--- config.mk ---
export PLATFORM = sky130hd
export DESIGN_NAME = opg_sqrt_cell
export DESIGN_NICKNAME = d
export VERILOG_FILES = /design/src/rtl/opg_pkg.sv /design/src/rtl/opg_sqrt_cell.sv
export SDC_FILE = /design/constraint.sdc
export NUM_CORES = 1
export LEC_CHECK = 0
export BUFFER_PORTS_ARGS = -buffer_cell sky130_fd_sc_hd__buf_2
export CAP_MARGIN = 40
export CORE_ASPECT_RATIO = 0.9
export CORE_MARGIN = 8
export CORE_UTILIZATION = 30
export DETAILED_ROUTE_END_ITERATION = 10
export GPL_TIMING_DRIVEN = 0
export PLACE_DENSITY = 0.5
export SKIP_CTS_REPAIR_TIMING = 1
export SKIP_LAST_GASP = 1
export SYNTH_ARGS = -nofsm -noshare
export SYNTH_HDL_FRONTEND = slang
export SYNTH_SLANG_ARGS = --single-unit
export TNS_END_PERCENT = 20
--- constraint.sdc ---
create_clock -name clk -period 6.59 [get_ports clk]
set_clock_uncertainty 0.05 [all_clocks]
set_input_delay 0.9885 -clock clk [delete_from_list [all_inputs] [get_ports clk]]
set_output_delay 0.9885 -clock clk [all_outputs]
set_load 0.005 [all_outputs]
--- src/rtl/opg_pkg.sv ---
// ----------------------------------------------------------------------------
// opg_pkg
// Shared types, constants and arithmetic helpers of the orbit position
// generator: formats, cell counts, Horner divisor tables, Q2.30 rounding.
// ----------------------------------------------------------------------------
package opg_pkg;

  localparam int COORD_W   = 32;
  localparam int UNIT_BITS = 30;
  localparam int UNIT_W    = 32;
  localparam int VW        = 40;
  localparam int PW        = VW + UNIT_W;
  localparam int SQ_W      = 63;
  localparam int SQ_CELLS  = 32;
  localparam int DIV_W     = 31;
  localparam int DIV_CELLS = 31;
  localparam int SIDE_LEN  = SQ_CELLS + DIV_CELLS;
  localparam int HC_LAT    = 3;
  localparam int SIN_STEPS = 6;
  localparam int COS_STEPS = 7;
  localparam int SIN_TAP   = SIN_STEPS * HC_LAT - 1;
  localparam int COS_TAP   = COS_STEPS * HC_LAT - 1;
  localparam int HEAD_LEN  = 5;
  localparam int TAIL_LEN  = 9;
  localparam int PIPE_LEN  = HEAD_LEN + SIDE_LEN + TAIL_LEN;
  localparam int RECIP_SHIFT = 34;
  localparam int HD_W      = 8;
  localparam int HR_W      = 34;

  localparam logic [31:0] PI_Q30 = 32'd3373259426;
  localparam logic [16:0] U_ONE  = 17'd65536;

  localparam logic [HD_W-1:0] SIN_D [SIN_STEPS] = '{
    8'd156, 8'd110, 8'd72, 8'd42, 8'd20, 8'd6};
  localparam logic [HR_W-1:0] SIN_R [SIN_STEPS] = '{
    34'd110127366, 34'd156180628, 34'd238609294,
    34'd409044504, 34'd858993459, 34'd2863311530};
  localparam logic [HD_W-1:0] COS_D [COS_STEPS] = '{
    8'd182, 8'd132, 8'd90, 8'd56, 8'd30, 8'd12, 8'd2};
  localparam logic [HR_W-1:0] COS_R [COS_STEPS] = '{
    34'd94394885, 34'd130150524, 34'd190887435, 34'd306783378,
    34'd572662306, 34'd1431655765, 34'd8589934592};

  typedef enum logic [1:0] {
    ST_ORBIT    = 2'd0,
    ST_ENDPOINT = 2'd1,
    ST_ZERO_UP  = 2'd2,
    ST_ON_AXIS  = 2'd3
  } status_t;

  typedef enum logic [1:0] {
    QUAD_0 = 2'd0,
    QUAD_1 = 2'd1,
    QUAD_2 = 2'd2,
    QUAD_3 = 2'd3
  } quad_t;

  typedef struct {
    logic signed [COORD_W-1:0] pos [3];
    logic signed [COORD_W-1:0] foc [3];
    logic signed [COORD_W-1:0] up [3];
    logic signed [7:0]         turns;
    logic [16:0]               prog;
    logic [COORD_W-1:0]        upm [3];
    logic [5:0]                blen;
    logic                      sgn [3];
    logic                      zero_up;
    logic                      endpoint;
    logic [15:0]               phase;
    logic [UNIT_BITS-1:0]      mn [3];
    logic [30:0]               x;
    logic [59:0]               sq [3];
    logic [61:0]               xx;
    logic [61:0]               ss;
    logic [31:0]               x2;
    logic [30:0]               sn;
    logic signed [UNIT_W-1:0]  c;
    logic signed [UNIT_W-1:0]  s;
    logic signed [UNIT_W-1:0]  ax [3];
    logic signed [VW-1:0]      off [3];
    logic signed [VW-1:0]      term [3];
    logic signed [VW-1:0]      h;
    logic signed [VW-1:0]      hax [3];
    logic signed [VW-1:0]      e1 [3];
    logic                      below;
    logic [31:0]               esq [3];
    logic signed [VW-1:0]      xp [6];
    logic signed [VW-1:0]      ce [3];
    logic signed [VW-1:0]      cr [3];
    logic signed [VW-1:0]      sc [3];
    logic [1:0]                status;
    logic signed [COORD_W-1:0] res [3];
  } work_t;

  typedef struct packed {
    status_t            status;
    logic [COORD_W-1:0] z;
    logic [COORD_W-1:0] y;
    logic [COORD_W-1:0] x;
  } out_t;

  function automatic logic [5:0] bit_len(input logic [COORD_W-1:0] v);
    logic [5:0] n;
    n = '0;
    for (int i = 0; i < COORD_W; i++) begin
      if (v[i]) n = 6'(i + 1);
    end
    return n;
  endfunction

  function automatic logic signed [VW-1:0] round_q30(input logic signed [PW-1:0] p);
    logic [PW-1:0] m;
    logic [PW-1:0] r;
    m = p[PW-1] ? PW'(-p) : PW'(p);
    r = (m + (PW'(1) << (UNIT_BITS - 1))) >> UNIT_BITS;
    return p[PW-1] ? -$signed(r[VW-1:0]) : $signed(r[VW-1:0]);
  endfunction

  function automatic logic signed [VW-1:0] mul_q30(input logic signed [VW-1:0] a,
                                                  input logic signed [UNIT_W-1:0] b);
    logic signed [PW-1:0] p;
    p = PW'(a) * PW'(b);
    return round_q30(p);
  endfunction

  function automatic logic signed [COORD_W-1:0] sat_coord(input logic signed [VW-1:0] v);
    logic signed [VW-1:0] hi;
    logic signed [VW-1:0] lo;
    hi = VW'({1'b0, {(COORD_W-1){1'b1}}});
    lo = -hi - VW'(1);
    if (v > hi) return hi[COORD_W-1:0];
    if (v < lo) return lo[COORD_W-1:0];
    return v[COORD_W-1:0];
  endfunction

endpackage

--- src/rtl/opg_sqrt_cell.sv ---
// ----------------------------------------------------------------------------
// opg_sqrt_cell
// One digit of the integer square root: try res + bit, keep the remainder.
// ----------------------------------------------------------------------------
module opg_sqrt_cell (
  input  logic                     clk,
  input  logic                     en,
  input  logic [opg_pkg::SQ_W-1:0] n_i,
  input  logic [opg_pkg::SQ_W-1:0] res_i,
  input  logic [4:0]               lvl_i,
  output logic [opg_pkg::SQ_W-1:0] n_o,
  output logic [opg_pkg::SQ_W-1:0] res_o,
  output logic [4:0]               lvl_o
);

  logic [opg_pkg::SQ_W-1:0] bitv;
  logic [opg_pkg::SQ_W:0]   trial;
  logic                     take;

  always_comb begin
    bitv  = opg_pkg::SQ_W'(1) << {lvl_i, 1'b0};
    trial = {1'b0, res_i} + {1'b0, bitv};
    take  = {1'b0, n_i} >= trial;
  end

  always_ff @(posedge clk) begin
    if (en) begin
      n_o   <= take ? opg_pkg::SQ_W'({1'b0, n_i} - trial) : n_i;
      res_o <= take ? (res_i >> 1) + bitv : res_i >> 1;
      lvl_o <= lvl_i - 5'd1;
    end
  end

endmodule

==> impl_metrics.env <==
export IMPL_outcome="complete, no violations"
export IMPL_worstPathArrival_ps=6720
export IMPL_power_leakage_uw=0.00731
export IMPL_synthTopCellsByCount="247 x nand2_1, 139 x o21ai_0, 133 x nor2_1, 131 x edfxtp_1, 129 x ha_1"
export IMPL_grt_pass1_wl_mm=82.7
export IMPL_firstDrtPassIters=7
export IMPL_dp_hpwl_mm=46.1
export IMPL_grt_overflow_total=0
export IMPL_synth_top_flop_cell="edfxtp_1"
export IMPL_synth_yosys_seq_area_share_pct=27.9
export IMPL_viasPerCell=5.39
export IMPL_max_freq_mhz=154
export IMPL_cts_buffers=17
export IMPL_setup_viol=0
export IMPL_gr_usage_all_layers_pct=19.8
export IMPL_synth_most_common_cell="nand2_1"
export IMPL_synth_cell_types=72
export IMPL_clkSinkCount=131
export IMPL_required_ps=6800
export IMPL_max_stage_delay_ps=340
export IMPL_nets=2288
export IMPL_fin_crit_sh_pct=98.7
export IMPL_cts_max_path_buffers=2
export IMPL_antenna_found_initial=10
export IMPL_area_growth_pct=27.9
export IMPL_worst_path_max_fanout=7
export IMPL_h_tree_depth=4
export IMPL_dieArea_mm2=0.0543
export IMPL_syn_instance_count=1731
export IMPL_grt_max_degree=70
export IMPL_cts_root_buf="clkbuf_16"
export IMPL_cpMostUsedCell="buf_12"
export IMPL_synth_area_leaders="edfxtp_1 28%, ha_1 11%, nand2_1 6.6%"
export IMPL_wire_per_inst_um=21.4
export IMPL_end_kind="flip-flop"
export IMPL_die_h_um=222
export IMPL_worstHoldPathCells=2
export IMPL_clk_pin_slew_worst_paths_ps=70
export IMPL_slew_headroom_pct=38.4
export IMPL_grt_pass1_vias=13700
export IMPL_post_route_min_period_ps=6510
export IMPL_io_buffer_count=261
export IMPL_cts_tree="done"
export IMPL_min_from="n_i[3]"
export IMPL_fin_tns_setup_ps=0
export IMPL_cp_startpoint="lvl_i[4]"
export IMPL_drive_above_1_share_pct=25.4
export IMPL_rsz0062_at_grt="yes"
export IMPL_drt_iter0_drc=949
export IMPL_syn_nets=1994
export IMPL_fp_dieW_um=245
export IMPL_globalplace_congestion=0.906
export IMPL_cpMaxStageDelayCell="a211o_1"
export IMPL_synth_area_mm2=0.0141
export IMPL_vias=14300
export IMPL_worstSetupPathType="in -> reg"
export IMPL_ios=264
export IMPL_synth_area_per_cell_um2=8.15
export IMPL_wl_mm=57.0
export IMPL_start_kind="input pin"
export IMPL_synth_edf_count=131
export IMPL_hold_violations=0
export IMPL_ys_seq_elements=131
export IMPL_ys_warn_count=0
export IMPL_synth_largest_area_cell="edfxtp_1"
export IMPL_maxCapViolations=0
export IMPL_ir_drop_mv=0.168
export IMPL_initial_core_util_pct=30.3
export IMPL_worst_pin_slew_ps=912
export IMPL_async_reset_ff_share_pct=0
export IMPL_rows=75
export IMPL_pwr_density_cell_mw_per_mm2=184
export IMPL_coreArea_mm2=0.0465
export IMPL_drc_errors=0
export IMPL_yosysTopAreaCellShare_pct=27.9
export IMPL_worst_hold_path_type="in -> reg"
export IMPL_postLayoutCoreUtil_pct=38.8
export IMPL_antenna_left=0
export IMPL_drv_slew=0
logic make-up after synthesis:
logic type      count (synthesis)  share of synthesized area, %
compound gates                567                          25.2
xor+xnor                      186                          11.5
buf+inv                       109                          3.54
mux                             2                         0.160
flops                         131                          27.9
fa+ha+maj                     135                          11.9
simple gates                  601                          19.8
power by group:
| part | leakage [µW] | switching [µW] | internal, µW |
|---|---|---|---|
| registers | 0.00128 | 31.6 | 1060 |
| logic | 0.00576 | 789 | 522 |
| clock network | 0.000264 | 377 | 547 |
| total | 0.00731 | 1200 | 2130 |
critical path: cells and delay by family:
kind                     cells  cell delay [ps]
AO/OA/AOI/OAI               14             2980
XOR/XNOR                     1              200
adder cells (fa/ha/maj)      2              500
buffers and inverters        6              950
AND/OR/NAND/NOR              6             1060
layout by cell type, fill, tap and decap left out, types with 13 or more instances in the layout:
| cell | instances |
|---|---|
| ha_4 | 14 |
| nand2_1 | 239 |
| edfxtp_1 | 131 |
| clkbuf_1 | 31 |
| inv_1 | 28 |
| ha_2 | 13 |
| nor2_1 | 115 |
| xor2_1 | 87 |
| a21oi_1 | 114 |
| nand3_1 | 35 |
| o21ai_0 | 127 |
| buf_2 | 264 |
| nand4_1 | 37 |
| a21o_1 | 42 |
| buf_4 | 29 |
| a31o_2 | 16 |
| nor3_1 | 17 |
| and3_1 | 23 |
| o21ai_2 | 19 |
| nor2b_1 | 17 |
| ha_1 | 102 |
| xnor2_1 | 91 |
| o21bai_1 | 27 |
| o21a_1 | 20 |
| and2_1 | 20 |
| nand2b_1 | 15 |
| clkbuf_16 | 22 |
| o21ai_1 | 34 |
| a31oi_1 | 45 |
layer usage:
layer / vias up / track usage [%] / share of wire [%]
met1: 6757 / 28.1 / 48
met2: 472 / 29.0 / 43
met4: 10 / 7.30 / 3.0
met5: - / 0 / 0.12
li1: 7003 / - / -
met3: 86 / 4.30 / 6.0
layout make-up:
class	count	area (µm²)
clock inverters	12	114
inverters	31	124
plain buffers	58	420
fillers	4857	28500
repair buffers	295	1700
clock buffers	20	437
multi-input cells	1491	10500
diodes	5	12.5
flip-flops and latches	131	3930
well taps	616	771
per-stage QoR:
stage	worst slack, ps	instances	instance area [µm²]	power (µW)	hold WS, ps
after floorplan	11.1	1731	14100	1780	1050
after global placement	-2900	2608	16200	2270	1250
after detailed placement	-2350	2612	16300	2270	1240
after CTS	-1840	2644	16800	3220	715
after global routing	-88.2	2658	18000	3510	750
final	82.8	2659	18000	3330	751
path summary, 6_finish.rpt:
kind	end	slack [ps]
setup / recovery	n_o[27]	80
hold / removal	n_o[3]	750
state kept, by name, indices dropped and copies added (netlist names):
name   flops
lvl_o      5
n_o       63
res_o     63
Power figures use the tool's default switching activity.
