$ cat src/rtl/opg_pkg.sv
// ----------------------------------------------------------------------------
// opg_pkg
// Shared types, constants and arithmetic helpers of the orbit position
// generator: formats, cell counts, Horner divisor tables, Q2.30 rounding.
// ----------------------------------------------------------------------------
package opg_pkg;

  localparam int COORD_W   = 32;
  localparam int UNIT_BITS = 30;
  localparam int UNIT_W    = 32;
  localparam int VW        = 40;
  localparam int PW        = VW + UNIT_W;
  localparam int SQ_W      = 63;
  localparam int SQ_CELLS  = 32;
  localparam int DIV_W     = 31;
  localparam int DIV_CELLS = 31;
  localparam int SIDE_LEN  = SQ_CELLS + DIV_CELLS;
  localparam int HC_LAT    = 3;
  localparam int SIN_STEPS = 6;
  localparam int COS_STEPS = 7;
  localparam int SIN_TAP   = SIN_STEPS * HC_LAT - 1;
  localparam int COS_TAP   = COS_STEPS * HC_LAT - 1;
  localparam int HEAD_LEN  = 5;
  localparam int TAIL_LEN  = 9;
  localparam int PIPE_LEN  = HEAD_LEN + SIDE_LEN + TAIL_LEN;
  localparam int RECIP_SHIFT = 34;
  localparam int HD_W      = 8;
  localparam int HR_W      = 34;

  localparam logic [31:0] PI_Q30 = 32'd3373259426;
  localparam logic [16:0] U_ONE  = 17'd65536;

  localparam logic [HD_W-1:0] SIN_D [SIN_STEPS] = '{
    8'd156, 8'd110, 8'd72, 8'd42, 8'd20, 8'd6};
  localparam logic [HR_W-1:0] SIN_R [SIN_STEPS] = '{
    34'd110127366, 34'd156180628, 34'd238609294,
    34'd409044504, 34'd858993459, 34'd2863311530};
  localparam logic [HD_W-1:0] COS_D [COS_STEPS] = '{
    8'd182, 8'd132, 8'd90, 8'd56, 8'd30, 8'd12, 8'd2};
  localparam logic [HR_W-1:0] COS_R [COS_STEPS] = '{
    34'd94394885, 34'd130150524, 34'd190887435, 34'd306783378,
    34'd572662306, 34'd1431655765, 34'd8589934592};

  typedef enum logic [1:0] {
    ST_ORBIT    = 2'd0,
    ST_ENDPOINT = 2'd1,
    ST_ZERO_UP  = 2'd2,
    ST_ON_AXIS  = 2'd3
  } status_t;

  typedef enum logic [1:0] {
    QUAD_0 = 2'd0,
    QUAD_1 = 2'd1,
    QUAD_2 = 2'd2,
    QUAD_3 = 2'd3
  } quad_t;

  typedef struct {
    logic signed [COORD_W-1:0] pos [3];
    logic signed [COORD_W-1:0] foc [3];
    logic signed [COORD_W-1:0] up [3];
    logic signed [7:0]         turns;
    logic [16:0]               prog;
    logic [COORD_W-1:0]        upm [3];
    logic [5:0]                blen;
    logic                      sgn [3];
    logic                      zero_up;
    logic                      endpoint;
    logic [15:0]               phase;
    logic [UNIT_BITS-1:0]      mn [3];
    logic [30:0]               x;
    logic [59:0]               sq [3];
    logic [61:0]               xx;
    logic [61:0]               ss;
    logic [31:0]               x2;
    logic [30:0]               sn;
    logic signed [UNIT_W-1:0]  c;
    logic signed [UNIT_W-1:0]  s;
    logic signed [UNIT_W-1:0]  ax [3];
    logic signed [VW-1:0]      off [3];
    logic signed [VW-1:0]      term [3];
    logic signed [VW-1:0]      h;
    logic signed [VW-1:0]      hax [3];
    logic signed [VW-1:0]      e1 [3];
    logic                      below;
    logic [31:0]               esq [3];
    logic signed [VW-1:0]      xp [6];
    logic signed [VW-1:0]      ce [3];
    logic signed [VW-1:0]      cr [3];
    logic signed [VW-1:0]      sc [3];
    logic [1:0]                status;
    logic signed [COORD_W-1:0] res [3];
  } work_t;

  typedef struct packed {
    status_t            status;
    logic [COORD_W-1:0] z;
    logic [COORD_W-1:0] y;
    logic [COORD_W-1:0] x;
  } out_t;

  function automatic logic [5:0] bit_len(input logic [COORD_W-1:0] v);
    logic [5:0] n;
    n = '0;
    for (int i = 0; i < COORD_W; i++) begin
      if (v[i]) n = 6'(i + 1);
    end
    return n;
  endfunction

  function automatic logic signed [VW-1:0] round_q30(input logic signed [PW-1:0] p);
    logic [PW-1:0] m;
    logic [PW-1:0] r;
    m = p[PW-1] ? PW'(-p) : PW'(p);
    r = (m + (PW'(1) << (UNIT_BITS - 1))) >> UNIT_BITS;
    return p[PW-1] ? -$signed(r[VW-1:0]) : $signed(r[VW-1:0]);
  endfunction

  function automatic logic signed [VW-1:0] mul_q30(input logic signed [VW-1:0] a,
                                                  input logic signed [UNIT_W-1:0] b);
    logic signed [PW-1:0] p;
    p = PW'(a) * PW'(b);
    return round_q30(p);
  endfunction

  function automatic logic signed [COORD_W-1:0] sat_coord(input logic signed [VW-1:0] v);
    logic signed [VW-1:0] hi;
    logic signed [VW-1:0] lo;
    hi = VW'({1'b0, {(COORD_W-1){1'b1}}});
    lo = -hi - VW'(1);
    if (v > hi) return hi[COORD_W-1:0];
    if (v < lo) return lo[COORD_W-1:0];
    return v[COORD_W-1:0];
  endfunction

endpackage

$ cat src/rtl/opg_div_cell.sv
// ----------------------------------------------------------------------------
// opg_div_cell
// One quotient bit of a restoring divider: shift in a dividend bit, subtract.
// ----------------------------------------------------------------------------
module opg_div_cell (
  input  logic                      clk,
  input  logic                      en,
  input  logic [opg_pkg::DIV_W-1:0] rem_i,
  input  logic [opg_pkg::DIV_W-1:0] num_i,
  input  logic [opg_pkg::DIV_W-1:0] q_i,
  input  logic [opg_pkg::DIV_W-1:0] d_i,
  output logic [opg_pkg::DIV_W-1:0] rem_o,
  output logic [opg_pkg::DIV_W-1:0] num_o,
  output logic [opg_pkg::DIV_W-1:0] q_o,
  output logic [opg_pkg::DIV_W-1:0] d_o
);

  logic [opg_pkg::DIV_W:0] trial;
  logic [opg_pkg::DIV_W:0] diff;
  logic                    ge;

  always_comb begin
    trial = {rem_i, num_i[opg_pkg::DIV_W-1]};
    diff  = trial - {1'b0, d_i};
    ge    = trial >= {1'b0, d_i};
  end

  always_ff @(posedge clk) begin
    if (en) begin
      rem_o <= ge ? diff[opg_pkg::DIV_W-1:0] : trial[opg_pkg::DIV_W-1:0];
      num_o <= num_i << 1;
      q_o   <= {q_i[opg_pkg::DIV_W-2:0], ge};
      d_o   <= d_i;
    end
  end

endmodule

$ cat config.mk
export PLATFORM = sky130hd
export DESIGN_NAME = opg_div_cell
export DESIGN_NICKNAME = d
export VERILOG_FILES = /design/src/rtl/opg_pkg.sv /design/src/rtl/opg_div_cell.sv
export SDC_FILE = /design/constraint.sdc
export NUM_CORES = 1
export LEC_CHECK = 0
export ABC_CLOCK_PERIOD_IN_PS = 4400
export BUFFER_PORTS_ARGS = -buffer_cell sky130_fd_sc_hd__buf_2
export CAP_MARGIN = 25
export CELL_PAD_IN_SITES_DETAIL_PLACEMENT = 2
export CELL_PAD_IN_SITES_GLOBAL_PLACEMENT = 2
export CORE_MARGIN = 1.5
export CORE_UTILIZATION = 30
export DETAILED_ROUTE_END_ITERATION = 16
export GPL_ROUTABILITY_DRIVEN = 1
export PLACE_DENSITY = 0.84
export SETUP_SLACK_MARGIN = 0.5
export SLEW_MARGIN = 0
export SYNTH_ARGS = -nofsm -noshare
export SYNTH_HDL_FRONTEND = slang
export SYNTH_SLANG_ARGS = --single-unit
$ cat constraint.sdc
create_clock -name clk -period 4.4 [get_ports clk]
set_clock_uncertainty 0.2 [all_clocks]
set_input_delay 0.88 -clock clk [delete_from_list [all_inputs] [get_ports clk]]
set_output_delay 0.88 -clock clk [all_outputs]
set_load 0.1 [all_outputs]
==> summary.md <==
| Metric | Value |
|---|---|
| Status | `finished, final reports clean` |
| Power Density | `543.4 mW/mm²` |
| F_max | `0.2871 GHz` |
| Most area-consuming cells after synthesis | `edfxtp_1 (64%), ha_1 (6.7%), a21oi_1 (2.8%)` |
| Initial core utilization | `30.72%` |
| Share of async-settable or async-resettable flops after synthesis | `0%` |
| Adder-cell share of the synthesized area | `7.052%` |
| Commonest cells in the netlist | `edfxtp_1 (123), inv_1 (40), nor2_1 (36)` |
| CTS Hold Bufs | `0` |
| Die area | `0.02012 mm²` |
| Leak | `3.462 nW` |
| FF+latch count, synth | `123` |
| Critical Path Source | `num_i[30]` |
| Post-cts gate resize count | `0` |
| Most frequent cell after synthesis | `edfxtp_1` |
| Maximum vdd drop | `303.9 µV` |
| Post-Syn Nets | `606` |
| Number of setup violations in the final report | `0` |
| Element type at the critical path start | `input port` |
| Worst Tran Pin Value | `0.8164 ns` |
| DR DRC count | `0` |
| Clock power frac | `30.8%` |
| Final hold viol count | `0` |
| Post-synth EDFFs | `123` |
| Largest net degree at the start of global routing | `57` |
| Final worst path period share | `79.15%` |
| Cell Int Power | `0.002482 W` |
| Cells after Synth | `448` |
| Arrival time of the worst setup path | `3.45 ns` |
| Distinct cells, synth | `57` |
| Combinational share of power | `34.8%` |
| Final nets | `868` |
| Mapped cell area | `0.005784 mm²` |
| Flop pwr share | `34.4%` |
| Clk root buf | `clkbuf_16` |
| Largest family of logic cells by synthesized area | `compound AO/OA/AOI/OAI gates` |
| Clock Tree Buf Depth | `2` |
| Detailed placement HPWL | `15.57 mm` |
| Top cell type by total area after synthesis | `edfxtp_1` |
| Final wirelength | `20.03 mm` |
| Worst min path class | `input port to register` |
| Core area | `0.01883 mm²` |
| Die X | `141.9 µm` |
| CP Capture Type | `register` |
| Syn_area_per_cell | `12.91 µm²` |
| Slew Limit Fails | `0` |
| IO Port Bufs | `247` |
| Post-route minimum period | `3.483 ns` |
| Rows | `50` |
| Synth Area in Compound Gates | `13.50%` |
| Layout cell share with drive strength beyond 1 | `42.11%` |
| P_sw | `0.001813 W` |
| CTS sink cnt | `123` |
| Clock Pin Slew Worst Setup and Hold Paths | `0.06 ns` |
| Critical path class | `input port to register` |
| Unrepaired setup endpoints after global routing | `false` |
| Worst setup endpoint | `rem_o[22]$_DFFE_PP_` |
| Via count of the routed design | `4691` |
| Multiplexer share of the synthesized area | `0%` |
| MaxCap Viol Count | `0` |
| Global-route wire length before repair | `29.93 mm` |
| Slew margin rel. | `45.57%` |
| Die H | `141.9 µm` |
| Routed WL per cell | `20.38 µm` |
| Ys flop type | `edfxtp_1` |
| Post-CTS Setup Inserts | `0` |
| CP Max Fanout | `5` |
| Layout area overhead | `36.62%` |
| Seq/Total Area, Yosys | `63.85%` |
| ANT nets after route | `0` |
| GRT Overall Usage | `20.10%` |
| Drt pass-1 iters | `4` |
| Initial antenna violation count | `1` |
| CTS Buf Count | `17` |
| Post-Synth Simple-Gate Area | `8.371%` |
| 1st-iter DRT viols | `149` |
| GR Overflow Total | `0` |
| H-tree depth | `4` |
| Yosys warnings | `0` |
| Critical Path RT | `4.37 ns` |
| Setup TNS | `0 ns` |
| # IOs | `250` |
| Sw frac | `42.21%` |
| GP Congestion | `0.7862` |
| CTS tree | `built` |
| Filler cell count | `1999` |
| Xor/xnor share of the synthesized area | `3.483%` |
| Tot Pwr | `0.004294 W` |
| Vias in the first global route | `5233` |
| Top cell type's share of synthesized area | `63.85%` |
| Avg Vias per Cell | `4.772` |
==> how the worst min path moves through the flow <==
stage                       start                 to  slack [ns]  cells after the start
after detailed placement  q_i[23]  q_o[24]$_DFFE_PP_        0.86                      1
after CTS                 q_i[15]  q_o[16]$_DFFE_PP_        0.41                      1
after floorplan            d_i[0]   d_o[0]$_DFFE_PP_        0.78                      0
after global routing      q_i[19]  q_o[20]$_DFFE_PP_        0.41                      1
final                     q_i[15]  q_o[16]$_DFFE_PP_        0.43                      1
after global placement     q_i[3]   q_o[4]$_DFFE_PP_        0.86                      1
==> sequential cells by signal, indices dropped and copies added, names as in the netlist <==
signal	cells
num_o	30
q_o	31
rem_o	31
d_o	31
==> stage by stage <==
| step | worst slack (ns) | utilization (%) | instance area [µm²] | instances | hold WS, ns |
|---|---|---|---|---|---|
| global placement | 0.6194 | 39.04 | 7352 | 951 | 0.8566 |
| detailed placement | 0.5193 | 39.04 | 7352 | 951 | 0.8588 |
| global route | 0.7769 | 41.97 | 7903 | 983 | 0.4111 |
| CTS | 0.9278 | 41.95 | 7900 | 982 | 0.4066 |
| finish | 0.9173 | 41.97 | 7903 | 983 | 0.4301 |
| floorplan | 1.054 | - | 5784 | 448 | 0.7789 |
==> power by group through the flow <==
stage               sequential (W)  combinational, W  clock (W)
CTS                        0.00148           0.00151    0.00136
global route               0.00149           0.00156    0.00140
detailed placement         0.00150           0.00150          0
floorplan                  0.00237          0.000309          0
global placement           0.00149           0.00146          0
finish                     0.00148           0.00149    0.00132
==> worst max-delay path, stage by stage <==
cell and delay [ns]:
buf_2 0.10, inv_1 0.05, ha_1 0.21, fa_1 0.41, nor2b_1 0.18, o31a_1 0.25
o21bai_4 0.10, a21oi_4 0.19, a31oi_2 0.22, o311ai_0 0.53, and4_1 0.28, nor3_2 0.05
==> placed cells by master (no fill, tap or decap), types with 5 or more instances in the layout <==
cell        Yosys  routed
buf_2           5     246
edfxtp_1      123     123
inv_1          40      40
nor2_1         36      36
nand2_1        34      34
a21oi_1        32      32
ha_1           31      31
o21ai_0        22      22
clkbuf_16       0      17
xor2_1         14      14
xnor2_1         9       9
a21oi_2         9       9
a21o_1          8       8
o21a_1          5       5
nand4_1         5       5
nand3_1         5       5
o21ai_1         5       5
o31ai_1         5       5
nor3_1          5       5
clkinvlp_4      0       5
==> area by class of cell <==
class,count,area [µm²],area share (%)
sequential,123,3694,46.74
multi-input combinational,275,1878,23.77
timing repair buffer,252,1301,16.47
clock buffer,17,425.4,5.383
tap,260,325.3,4.117
inverter,41,153.9,1.947
clock inverter,14,122.6,1.552
antenna,1,2.502,0.03167
==> logic make-up after synthesis <==
kind of cell	Yosys count
simple gates	104
xor+xnor	23
flops	123
fa+ha+maj	32
buf+inv	50
compound gates	115
other cells	1
==> metal layers <==
| layer | part of all wire (%) | vias to the layer above | GRT usage [%] | wire (µm) |
|---|---|---|---|---|
| li1 | - | 2190 | - | - |
| met1 | 36 | 2299 | 20.46 | 7254 |
| met2 | 56 | 171 | 39.02 | 11200 |
| met3 | 5.6 | 31 | 4.894 | 1123 |
| met4 | 2.3 | 0 | 7.976 | 452 |
| met5 | 0 | - | 0 | 0 |
Power figures use the tool's default switching activity.
